## src/sv/jsu_pkg.sv

```systemverilog
// shared types, constants and helper functions for the json string unescaper
package jsu_pkg;

  localparam int COUNT_BITS_DEF = 24;
  localparam int JOB_DEPTH = 4;
  localparam int JOB_PTR_BITS = $clog2(JOB_DEPTH);

  localparam logic [6:0] U8_ACCEPT = 7'd0;
  localparam logic [6:0] U8_REJECT = 7'd12;

  localparam logic [7:0] CH_BSLASH = 8'h5C;
  localparam logic [7:0] CH_SLASH  = 8'h2F;
  localparam logic [7:0] CH_QUOTE  = 8'h22;
  localparam logic [7:0] CH_LF     = 8'h0A;
  localparam logic [7:0] CH_SPACE  = 8'h20;
  localparam logic [7:0] CH_B      = 8'h62;
  localparam logic [7:0] CH_F      = 8'h66;
  localparam logic [7:0] CH_N      = 8'h6E;
  localparam logic [7:0] CH_R      = 8'h72;
  localparam logic [7:0] CH_T      = 8'h74;
  localparam logic [7:0] CH_U      = 8'h75;
  localparam logic [7:0] CH_BS     = 8'h08;
  localparam logic [7:0] CH_FF     = 8'h0C;
  localparam logic [7:0] CH_CR     = 8'h0D;
  localparam logic [7:0] CH_TAB    = 8'h09;

  localparam logic [15:0] SUR_HI_LO = 16'hD800;
  localparam logic [15:0] SUR_HI_HI = 16'hDBFF;
  localparam logic [15:0] SUR_LO_LO = 16'hDC00;
  localparam logic [15:0] SUR_LO_HI = 16'hDFFF;
  localparam logic [20:0] SUPP_BASE = 21'h10000;

  localparam logic [6:0] U8_NEXT [0:107] = '{
    7'd0, 7'd12, 7'd24, 7'd36, 7'd60, 7'd96, 7'd84, 7'd12, 7'd12, 7'd12, 7'd48, 7'd72,
    7'd12, 7'd12, 7'd12, 7'd12, 7'd12, 7'd12, 7'd12, 7'd12, 7'd12, 7'd12, 7'd12, 7'd12,
    7'd12, 7'd0, 7'd12, 7'd12, 7'd12, 7'd12, 7'd12, 7'd0, 7'd12, 7'd0, 7'd12, 7'd12,
    7'd12, 7'd24, 7'd12, 7'd12, 7'd12, 7'd12, 7'd12, 7'd24, 7'd12, 7'd24, 7'd12, 7'd12,
    7'd12, 7'd12, 7'd12, 7'd12, 7'd12, 7'd12, 7'd12, 7'd24, 7'd12, 7'd12, 7'd12, 7'd12,
    7'd12, 7'd24, 7'd12, 7'd12, 7'd12, 7'd12, 7'd12, 7'd12, 7'd12, 7'd24, 7'd12, 7'd12,
    7'd12, 7'd12, 7'd12, 7'd12, 7'd12, 7'd12, 7'd12, 7'd36, 7'd12, 7'd36, 7'd12, 7'd12,
    7'd12, 7'd36, 7'd12, 7'd12, 7'd12, 7'd12, 7'd12, 7'd36, 7'd12, 7'd36, 7'd12, 7'd12,
    7'd12, 7'd36, 7'd12, 7'd12, 7'd12, 7'd12, 7'd12, 7'd12, 7'd12, 7'd12, 7'd12, 7'd12
  };

  typedef enum logic [3:0] {
    M_STD, M_ESC, M_U1, M_U2, M_U3, M_U4, M_SKIP, M_SUR1, M_SUR2
  } mode_t;

  typedef enum logic [1:0] {
    ST_OK         = 2'd0,
    ST_INCOMPLETE = 2'd1,
    ST_MALFORMED  = 2'd2
  } status_t;

  typedef struct packed {
    logic [7:0] in_byte;
    logic       has_byte;
    logic       end_of_string;
  } in_item_t;

  typedef struct packed {
    logic [7:0]  out_byte;
    logic        is_status;
    logic [1:0]  status;
    logic [23:0] byte_count;
    logic        last_of_run;
  } out_item_t;

  typedef struct packed {
    logic [2:0]      n;
    logic [3:0][7:0] b;
  } enc_t;

  // work handed from the parser to the serializer
  typedef struct packed {
    logic [2:0]      nbytes;
    logic [3:0][7:0] bytes;
    logic            has_status;
    status_t         status;
    logic [23:0]     byte_count;
  } job_t;

  function automatic logic [3:0] byte_class(input logic [7:0] b);
    logic [3:0] c;
    if (b < 8'h80) c = 4'd0;
    else if (b < 8'h90) c = 4'd1;
    else if (b < 8'hA0) c = 4'd9;
    else if (b < 8'hC0) c = 4'd7;
    else if (b < 8'hC2) c = 4'd8;
    else if (b < 8'hE0) c = 4'd2;
    else if (b == 8'hE0) c = 4'd10;
    else if (b == 8'hED) c = 4'd4;
    else if (b < 8'hF0) c = 4'd3;
    else if (b == 8'hF0) c = 4'd11;
    else if (b < 8'hF4) c = 4'd6;
    else if (b == 8'hF4) c = 4'd5;
    else c = 4'd8;
    return c;
  endfunction

  // bit 4 set means not a hex digit
  function automatic logic [4:0] hex_value(input logic [7:0] c);
    logic [4:0] h;
    if (c >= 8'h30 && c <= 8'h39) h = 5'(c - 8'h30);
    else if (c >= 8'h61 && c <= 8'h66) h = 5'(c - 8'h57);
    else if (c >= 8'h41 && c <= 8'h46) h = 5'(c - 8'h37);
    else h = 5'd16;
    return h;
  endfunction

  function automatic enc_t utf8_encode(input logic [20:0] cp);
    enc_t e;
    e.b = '0;
    if (cp <= 21'h7F) begin
      e.n = 3'd1;
      e.b[0] = cp[7:0];
    end else if (cp <= 21'h7FF) begin
      e.n = 3'd2;
      e.b[0] = {3'b110, cp[10:6]};
      e.b[1] = {2'b10, cp[5:0]};
    end else if (cp <= 21'hFFFF) begin
      e.n = 3'd3;
      e.b[0] = {4'b1110, cp[15:12]};
      e.b[1] = {2'b10, cp[11:6]};
      e.b[2] = {2'b10, cp[5:0]};
    end else begin
      e.n = 3'd4;
      e.b[0] = {5'b11110, cp[20:18]};
      e.b[1] = {2'b10, cp[17:12]};
      e.b[2] = {2'b10, cp[11:6]};
      e.b[3] = {2'b10, cp[5:0]};
    end
    return e;
  endfunction

endpackage

```

## src/sv/jsu_front.sv

```systemverilog
// front end: escape parser, utf-8 automaton and byte counter, one item per cycle while take is high
module jsu_front #(
  parameter int COUNT_BITS = jsu_pkg::COUNT_BITS_DEF
) (
  input  logic             clk,
  input  logic             rst_n,
  input  logic             take,
  input  jsu_pkg::in_item_t item,
  output logic             job_push,
  output jsu_pkg::job_t    job
);
  import jsu_pkg::*;

  mode_t                 mode_r, mode_nxt;
  logic [6:0]            u8_r, u8_nxt;
  logic [15:0]           acc_r, acc_nxt;
  logic [15:0]           hi_r, hi_nxt;
  logic                  pp_r, pp_nxt;
  logic                  err_r, err_nxt;
  logic [COUNT_BITS-1:0] cnt_r, cnt_nxt;

  logic [7:0]            b;
  logic [6:0]            u8_step;
  logic [4:0]            h;
  logic [15:0]           v;
  logic                  do_plain;
  logic                  do_enc;
  logic [20:0]           enc_cp;
  enc_t                  enc;
  logic [2:0]            nb;
  logic [3:0][7:0]       bytes;
  logic [COUNT_BITS:0]   cnt_sum;
  logic [COUNT_BITS-1:0] cnt_new;
  status_t               st;

  assign b       = item.in_byte;
  assign u8_step = U8_NEXT[u8_r + {3'b000, byte_class(b)}];
  assign h       = hex_value(b);
  assign v       = {acc_r[11:0], h[3:0]};
  assign enc     = utf8_encode(enc_cp);

  always_comb begin
    mode_nxt = mode_r;
    u8_nxt   = u8_r;
    acc_nxt  = acc_r;
    hi_nxt   = hi_r;
    pp_nxt   = pp_r;
    err_nxt  = err_r;
    do_plain = 1'b0;
    do_enc   = 1'b0;
    enc_cp   = '0;
    nb       = 3'd0;
    bytes    = '0;
    if (item.has_byte && !err_r) begin
      unique case (mode_r) inside
        M_STD: do_plain = 1'b1;
        M_SKIP: begin
          if (b != CH_SPACE) begin
            mode_nxt = M_STD;
            do_plain = 1'b1;
          end
        end
        M_ESC: begin
          mode_nxt = M_STD;
          unique case (b) inside
            CH_BSLASH, CH_SLASH, CH_QUOTE: begin
              nb = 3'd1;
              bytes[0] = b;
            end
            CH_LF: begin
              nb = 3'd1;
              bytes[0] = CH_LF;
              mode_nxt = M_SKIP;
            end
            CH_B: begin
              nb = 3'd1;
              bytes[0] = CH_BS;
            end
            CH_F: begin
              nb = 3'd1;
              bytes[0] = CH_FF;
            end
            CH_N: begin
              nb = 3'd1;
              bytes[0] = CH_LF;
            end
            CH_R: begin
              nb = 3'd1;
              bytes[0] = CH_CR;
            end
            CH_T: begin
              nb = 3'd1;
              bytes[0] = CH_TAB;
            end
            CH_U: mode_nxt = M_U1;
            default: err_nxt = 1'b1;
          endcase
        end
        M_U1, M_U2, M_U3: begin
          if (h[4]) begin
            err_nxt = 1'b1;
          end else begin
            acc_nxt = (mode_r == M_U1) ? {12'h000, h[3:0]} : v;
            mode_nxt = (mode_r == M_U1) ? M_U2 : ((mode_r == M_U2) ? M_U3 : M_U4);
          end
        end
        M_U4: begin
          if (h[4]) begin
            err_nxt = 1'b1;
          end else begin
            acc_nxt = v;
            mode_nxt = M_STD;
            if (pp_r) begin
              if (v < SUR_LO_LO || v > SUR_LO_HI) begin
                err_nxt = 1'b1;
              end else begin
                pp_nxt = 1'b0;
                do_enc = 1'b1;
                enc_cp = SUPP_BASE + {1'b0, hi_r[9:0], v[9:0]};
              end
            end else if (v >= SUR_HI_LO && v <= SUR_HI_HI) begin
              hi_nxt = v;
              pp_nxt = 1'b1;
              mode_nxt = M_SUR1;
            end else if (v >= SUR_LO_LO && v <= SUR_LO_HI) begin
              err_nxt = 1'b1;
            end else begin
              do_enc = 1'b1;
              enc_cp = {5'b00000, v};
            end
          end
        end
        M_SUR1: begin
          if (b == CH_BSLASH) mode_nxt = M_SUR2;
          else err_nxt = 1'b1;
        end
        M_SUR2: begin
          if (b == CH_U) mode_nxt = M_U1;
          else err_nxt = 1'b1;
        end
        default: err_nxt = 1'b1;
      endcase
      if (do_plain) begin
        u8_nxt = u8_step;
        if (u8_step == U8_REJECT) begin
          err_nxt = 1'b1;
        end else if (b == CH_BSLASH) begin
          mode_nxt = M_ESC;
        end else begin
          nb = 3'd1;
          bytes[0] = b;
        end
      end
      if (do_enc) begin
        nb = enc.n;
        bytes = enc.b;
      end
    end

    // saturating add of this item's output bytes
    cnt_sum = {1'b0, cnt_r} + (COUNT_BITS + 1)'(nb);
    cnt_new = cnt_sum[COUNT_BITS] ? '1 : cnt_sum[COUNT_BITS-1:0];
    cnt_nxt = cnt_new;

    if (err_nxt) st = ST_MALFORMED;
    else if (mode_nxt == M_STD || mode_nxt == M_SKIP)
      st = (u8_nxt == U8_ACCEPT) ? ST_OK : ST_INCOMPLETE;
    else st = ST_MALFORMED;

    if (item.end_of_string) begin
      mode_nxt = M_STD;
      u8_nxt   = U8_ACCEPT;
      acc_nxt  = '0;
      hi_nxt   = '0;
      pp_nxt   = 1'b0;
      err_nxt  = 1'b0;
      cnt_nxt  = '0;
    end

    job.nbytes     = nb;
    job.bytes      = bytes;
    job.has_status = item.end_of_string;
    job.status     = st;
    job.byte_count = 24'(cnt_new);
    job_push       = take && (nb != 3'd0 || item.end_of_string);
  end

  always_ff @(posedge clk) begin
    if (!rst_n) begin
      mode_r <= M_STD;
      u8_r   <= U8_ACCEPT;
      acc_r  <= '0;
      hi_r   <= '0;
      pp_r   <= 1'b0;
      err_r  <= 1'b0;
      cnt_r  <= '0;
    end else if (take) begin
      mode_r <= mode_nxt;
      u8_r   <= u8_nxt;
      acc_r  <= acc_nxt;
      hi_r   <= hi_nxt;
      pp_r   <= pp_nxt;
      err_r  <= err_nxt;
      cnt_r  <= cnt_nxt;
    end
  end

endmodule

```

## src/sv/jsu_job_fifo.sv

```systemverilog
// short job queue between the parser and the serializer
module jsu_job_fifo (
  input  logic          clk,
  input  logic          rst_n,
  input  logic          wr_en,
  input  jsu_pkg::job_t wr_data,
  input  logic          rd_en,
  output jsu_pkg::job_t rd_data,
  output logic          full,
  output logic          empty
);
  import jsu_pkg::*;

  job_t                  mem_r [JOB_DEPTH];
  logic [JOB_PTR_BITS-1:0] wr_ptr_r, rd_ptr_r;
  logic [JOB_PTR_BITS:0]   cnt_r;
  logic                    do_wr, do_rd;

  assign full    = (cnt_r == (JOB_PTR_BITS + 1)'(JOB_DEPTH));
  assign empty   = (cnt_r == '0);
  assign do_wr   = wr_en && !full;
  assign do_rd   = rd_en && !empty;
  assign rd_data = mem_r[rd_ptr_r];

  always_ff @(posedge clk) begin
    if (do_wr) mem_r[wr_ptr_r] <= wr_data;
  end

  always_ff @(posedge clk) begin
    if (!rst_n) begin
      wr_ptr_r <= '0;
      rd_ptr_r <= '0;
      cnt_r    <= '0;
    end else begin
      if (do_wr) wr_ptr_r <= wr_ptr_r + 1'b1;
      if (do_rd) rd_ptr_r <= rd_ptr_r + 1'b1;
      if (do_wr && !do_rd) cnt_r <= cnt_r + 1'b1;
      else if (do_rd && !do_wr) cnt_r <= cnt_r - 1'b1;
    end
  end

endmodule

```

## src/sv/jsu_back.sv

```systemverilog
// back end: serializes each job into result items through an output register
module jsu_back (
  input  logic               clk,
  input  logic               rst_n,
  input  jsu_pkg::job_t      job,
  input  logic               job_valid,
  output logic               job_pop,
  output logic               empty,
  input  logic               pop,
  output jsu_pkg::out_item_t out_data
);
  import jsu_pkg::*;

  out_item_t  out_r, out_nxt;
  logic       out_valid_r;
  logic [2:0] idx_r;
  logic [2:0] total;
  logic       load;
  logic       last;

  assign total = job.nbytes + {2'b00, job.has_status};
  assign last  = (idx_r == total - 3'd1);
  assign load  = job_valid && (!out_valid_r || pop);
  assign job_pop = load && last;
  assign empty    = !out_valid_r;
  assign out_data = out_r;

  always_comb begin
    out_nxt.last_of_run = last;
    if (idx_r < job.nbytes) begin
      out_nxt.out_byte   = job.bytes[idx_r[1:0]];
      out_nxt.is_status  = 1'b0;
      out_nxt.status     = ST_OK;
      out_nxt.byte_count = '0;
    end else begin
      out_nxt.out_byte   = '0;
      out_nxt.is_status  = 1'b1;
      out_nxt.status     = job.status;
      out_nxt.byte_count = job.byte_count;
    end
  end

  always_ff @(posedge clk) begin
    if (load) out_r <= out_nxt;
  end

  always_ff @(posedge clk) begin
    if (!rst_n) begin
      out_valid_r <= 1'b0;
      idx_r       <= '0;
    end else if (load) begin
      out_valid_r <= 1'b1;
      idx_r       <= last ? 3'd0 : idx_r + 3'd1;
    end else if (pop) begin
      out_valid_r <= 1'b0;
    end
  end

endmodule

```

## src/sv/json_string_unescape_utf8_unit.sv

```systemverilog
// json string-body unescaper with utf-8 validation, top level
// path: an item's results pass through the job queue and then the output register
// throughput: one input item per cycle while the four-job queue is not full; results leave
// at one per cycle while pop is high
// reset: synchronous active-low rst_n clears parser state, counter, queue pointers and output valid
module json_string_unescape_utf8_unit #(
  parameter int COUNT_BITS = jsu_pkg::COUNT_BITS_DEF
) (
  input  logic               clk,
  input  logic               rst_n,
  input  logic               push,
  output logic               full,
  input  jsu_pkg::in_item_t  in_data,
  output logic               empty,
  input  logic               pop,
  output jsu_pkg::out_item_t out_data
);
  import jsu_pkg::*;

  logic take;
  logic job_push;
  job_t job_in;
  job_t job_head;
  logic job_pop;
  logic fifo_empty;

  assign take = push && !full;

  jsu_front #(
    .COUNT_BITS(COUNT_BITS)
  ) u_front (
    .clk      (clk),
    .rst_n    (rst_n),
    .take     (take),
    .item     (in_data),
    .job_push (job_push),
    .job      (job_in)
  );

  jsu_job_fifo u_fifo (
    .clk     (clk),
    .rst_n   (rst_n),
    .wr_en   (job_push),
    .wr_data (job_in),
    .rd_en   (job_pop),
    .rd_data (job_head),
    .full    (full),
    .empty   (fifo_empty)
  );

  jsu_back u_back (
    .clk       (clk),
    .rst_n     (rst_n),
    .job       (job_head),
    .job_valid (!fifo_empty),
    .job_pop   (job_pop),
    .empty     (empty),
    .pop       (pop),
    .out_data  (out_data)
  );

`ifndef NO_ASSERTIONS
  // the serializer only retires a job that is in the queue
  a_pop_has_job: assert property (@(posedge clk) disable iff (!rst_n)
    job_pop |-> !fifo_empty)
    else $error("job retired from empty queue");

  // a status item always closes its run
  a_status_last: assert property (@(posedge clk) disable iff (!rst_n)
    (!empty && out_data.is_status) |-> out_data.last_of_run)
    else $error("status item not last of run");

  // byte items carry no status and no count
  a_byte_clean: assert property (@(posedge clk) disable iff (!rst_n)
    (!empty && !out_data.is_status) |-> (out_data.byte_count == '0 && out_data.status == ST_OK))
    else $error("byte item with status fields");

  // a waiting result that is not taken stays on the ports
  a_out_hold: assert property (@(posedge clk) disable iff (!rst_n)
    ($past(!empty && !pop) && $past(rst_n)) |-> (!empty && $stable(out_data)))
    else $error("waiting result changed");
`endif

endmodule
```

## config.mk

```make
export PLATFORM = sky130hd
export DESIGN_NAME = json_string_unescape_utf8_unit
export DESIGN_NICKNAME = d
export VERILOG_FILES = /design/src/sv/jsu_pkg.sv /design/src/sv/jsu_front.sv /design/src/sv/jsu_job_fifo.sv /design/src/sv/jsu_back.sv /design/src/sv/json_string_unescape_utf8_unit.sv
export SDC_FILE = /design/constraint.sdc
export NUM_CORES = 1
export LEC_CHECK = 0
export ABC_AREA = 1
export BUFFER_PORTS_ARGS = -buffer_cell sky130_fd_sc_hd__buf_2
export CAP_MARGIN = 20
export CORE_MARGIN = 1
export CORE_UTILIZATION = 30
export CTS_BUF_LIST = sky130_fd_sc_hd__clkbuf_4
export DETAILED_ROUTE_END_ITERATION = 6
export GPL_TIMING_DRIVEN = 0
export SYNTH_ARGS = -nofsm -noshare
export SYNTH_HDL_FRONTEND = slang
export SYNTH_SLANG_ARGS = --single-unit
```

## constraint.sdc

```tcl
create_clock -name clk -period 6.8 [get_ports clk]
set_input_delay 0.34 -clock clk [delete_from_list [all_inputs] [get_ports clk]]
set_output_delay 0.34 -clock clk [all_outputs]
set_load 0.02 [all_outputs]
```

==> results.py <==
metrics = {
    "status": {
        "status": "completed",
    },
    "routing": {
        "drt_wl_total_um": 45760,
        "drcViolationCount": 0,
        "dr.first_iter.drc_count": 1181,
        "via_count": 13480,
        "vias_per_cell": 5.036,
        "wl_per_cell_um": 17.10,
        "antenna_left": 0,
        "dr.pass1.iters": 6,
    },
    "clock_network": {
        "h-tree-depth": 3,
        "cts_tree": "yes",
        "cts.sink_count": 340,
        "postCtsSetupBuffers": 0,
        "cts_buffers": 84,
        "clkTransAtPathRegs_ns": 0.08,
        "cts_root_buffer": "clkbuf_4",
        "cts_buffer_depth": 3,
        "worstSkewPairLatency_ns": 0.79,
    },
    "critical_path": {
        "cp-end-kind": "flop",
        "cp-start-kind": "input port",
        "slowest_delay_ns": 0.55,
        "crit_buf_inv": 7,
        "crit_type": "input port to flop",
        "required_ns": 7.26,
        "crit_arrival_ns": 6.71,
        "path_depth": 37,
        "reg2reg_depth": 30,
        "crit_top_cell": "nand2_1",
        "critical_path.top_delay_family": "simple AND/OR/NAND/NOR gates",
        "worst_path_max_delay_cell": "fa_1",
        "worst-path-max-fanout": 7,
    },
    "floorplanning": {
        "initial_core_util_pct": 30.46,
        "rows": 85,
        "dieArea_um2": 55790,
        "io_pins": 52,
        "die_width_um": 236.2,
        "core-area_um2": 54030,
        "die_h_um": 236.2,
    },
    "sta": {
        "timing.final.max_slew_violations": 0,
        "tightest_slew_ns": 0.9006,
        "grt_setup_unrepaired": "false",
        "fmax_ghz": 0.1601,
        "setup_viol": 0,
        "max_slew_margin_pct": 39.82,
        "fin_crit_ns": 6.246,
        "period_share_pct": 91.85,
        "final_hold_viol_count": 0,
        "finClkSkew_ns": 0.05165,
    },
    "layout": {
        "area_delta_synth_final_pct": 15.85,
        "final_net_count": 1958,
        "instances_no_fill": 2676,
        "num-fill-cells": 5525,
        "ff_latch_area_um2": 9489,
        "final_area_um2": 19060,
        "multi_input_area_um2": 6175,
        "drive_gt1_share_pct": 14.35,
    },
    "global_routing": {
        "antenna_found_initial": 1,
        "first_global_vias": 13010,
        "track_usage_pct": 16.34,
        "grt.overflow.total": 0,
        "grt_max_degree": 28,
        "grt_pass1_wl_um": 72020,
    },
    "run": {
        "max-cap-violations": 0,
    },
    "synth": {
        "synth.most_common_cell": "nand2_1",
        "syn_area_um2": 16450,
        "synthCells": 1765,
        "netlist_top_cells_count": "nand2_1, edfxtp_1, nor2_1, o21ai_0, inv_1",
        "syn_area_per_cell_um2": 9.323,
        "synth_top_cell_by_area": "edfxtp_1",
        "synth_seq_cells": 340,
        "synth.top_cells.by_area": "edfxtp_1, dfxtp_1, nand2_1",
        "yosys_warnings": 0,
        "async_reset_ff_share_pct": 0,
        "synth_flop_cell": "edfxtp_1",
        "synth_nets": 1810,
        "synth_edf_count": 268,
        "seq_area_frac_synth_pct": 57.67,
        "synth_top_area_share_pct": 48.91,
        "yosysUniqueCellTypes": 64,
    },
    "pwr": {
        "p_per_area_nw_per_um2": 329.5,
        "p_comb_share_pct": 28.1,
        "pwr-share-seq_pct": 42.4,
        "p_sw_share_pct": 34.83,
        "p_leak_nw": 7.201,
        "intPower_mw": 4.093,
        "ir_worst_vdd_mv": 0.1225,
        "switching_power_mw": 2.188,
        "p_clk_share_pct": 29.5,
    },
    "placement": {
        "gp_congestion": 0.9130,
        "hpwl_um": 32060,
        "placed_area_um2": 17840,
        "port_buffers": 48,
        "place_inst": 2519,
    },
    "worst_hold_path": {
        "hold_class": "input port to flop",
        "min_path_cells": 3,
    },
}
[state kept, by name (all words and copies together), names as in the netlist, named ones only]
signal              cells
u_back.out_valid_r      1
u_front.mode_r          4
u_back.idx_r            3
u_front.pp_r            1
u_front.hi_r           10
u_fifo.wr_ptr_r         2
u_back.out_data        36
u_fifo.mem_r          232
u_front.err_r           1
u_front.u8_r            7
u_front.cnt_r          24
u_front.acc_r          12
u_fifo.cnt_r            3
u_fifo.rd_ptr_r         2
[metrics by stage]
step	total power, mW	utilization [%]	setup TNS (ns)	hold WS (ns)	setup slack (ns)
after floorplan	3.801	-	0	0.4245	0.6574
after global placement	4.438	32.51	-598.27	0.4555	-2.595
after detailed placement	4.488	33.02	-25.00	0.4583	-0.6218
after CTS	6.345	35.25	0	0.09617	0.2096
after global routing	6.619	35.28	0	0.1653	0.02582
final	6.281	35.28	0	0.1705	0.5544
[cell families after synthesis]
kind of cell             synth area share, %
adder cells (fa/ha/maj)                2.494
AO/OA/AOI/OAI                          13.03
flip-flops                             57.67
AND/OR/NAND/NOR                        20.61
XOR/XNOR                               1.065
buffers and inverters                  5.140
[worst register-to-register path: cells and delay by family, from the launching register on]
kind            cells  cell delay [ns]
flops               1             0.41
compound gates      3             0.69
fa+ha+maj           5             1.54
simple gates       18             2.49
buf+inv             4             0.36
[cell usage in the layout, fill, tap and decap left out, types with 4 or more instances in the layout]
cell	n
nand2_2	12
nand3b_1	7
or2_2	11
ha_1	28
clkinv_1	25
o221ai_1	8
nand3_1	87
clkbuf_1	59
o211ai_1	15
inv_2	16
dfxtp_1	72
nor2_1	261
a211oi_1	8
inv_1	114
nand2_1	325
buf_12	6
nor2_4	6
nor2_2	8
edfxtp_1	268
nand4_1	17
o21ai_0	169
clkbuf_4	122
buf_2	60
bufinv_16	5
xnor2_1	7
o22ai_1	21
a31oi_1	14
nor3_1	27
dlygate4sd3_1	4
xor2_1	13
a21oi_1	110
buf_16	4
[layout make-up]
| class | count | area share [%] |
|---|---|---|
| Timing Repair Buffer | 62 | 2.678 |
| Multi-Input combinational cell | 1211 | 32.39 |
| Clock inverter | 30 | 1.326 |
| Tap cell | 696 | 4.568 |
| Inverter | 134 | 2.639 |
| Sequential cell | 340 | 49.78 |
| Buffer | 80 | 1.798 |
| Antenna cell | 1 | 0.01313 |
| Clock buffer | 122 | 4.805 |
[layer usage]
metal / part of all wire [%] / vias to the layer above / GRT usage, %
met3: 6.4 / 71 / 3.008
met5: 0 / - / 0
met2: 47 / 500 / 26.33
met4: 2.1 / 0 / 6.021
li1: - / 6460 / -
met1: 45 / 6444 / 21.83
[final timing paths]
path | startpoint | endpoint | slack, ns
max | in_data[2] | u_fifo.mem_r[3][18]$_DFFE_PP_ | 0.55
min | in_data[2] | u_fifo.mem_r[2][27]$_DFFE_PP_ | 0.17
max reg2reg | u_front.u8_r[0]$_SDFFE_PN0P_ | u_fifo.mem_r[3][18]$_DFFE_PP_ | 0.98
min reg2reg | u_front.hi_r[1]$_SDFFE_PN0P_ | u_front.hi_r[1]$_SDFFE_PN0P_ | 0.48
[power by group through the flow]
stage	logic, mW	clock network (mW)	registers, mW
after global routing	1.95	1.98	2.69
after detailed placement	1.77	0	2.72
final	1.76	1.85	2.67
after floorplan	0.930	0	2.87
after CTS	1.78	1.89	2.67
after global placement	1.69	0	2.75
[repair_timing]
item                                   4_1_cts  5_1_grt
setup endpoints to repair                    0       37
endpoints found under the hold margin        9        0
gates resized for setup                      0        2
hold buffers                                 4        0
Power figures use the tool's default switching activity.
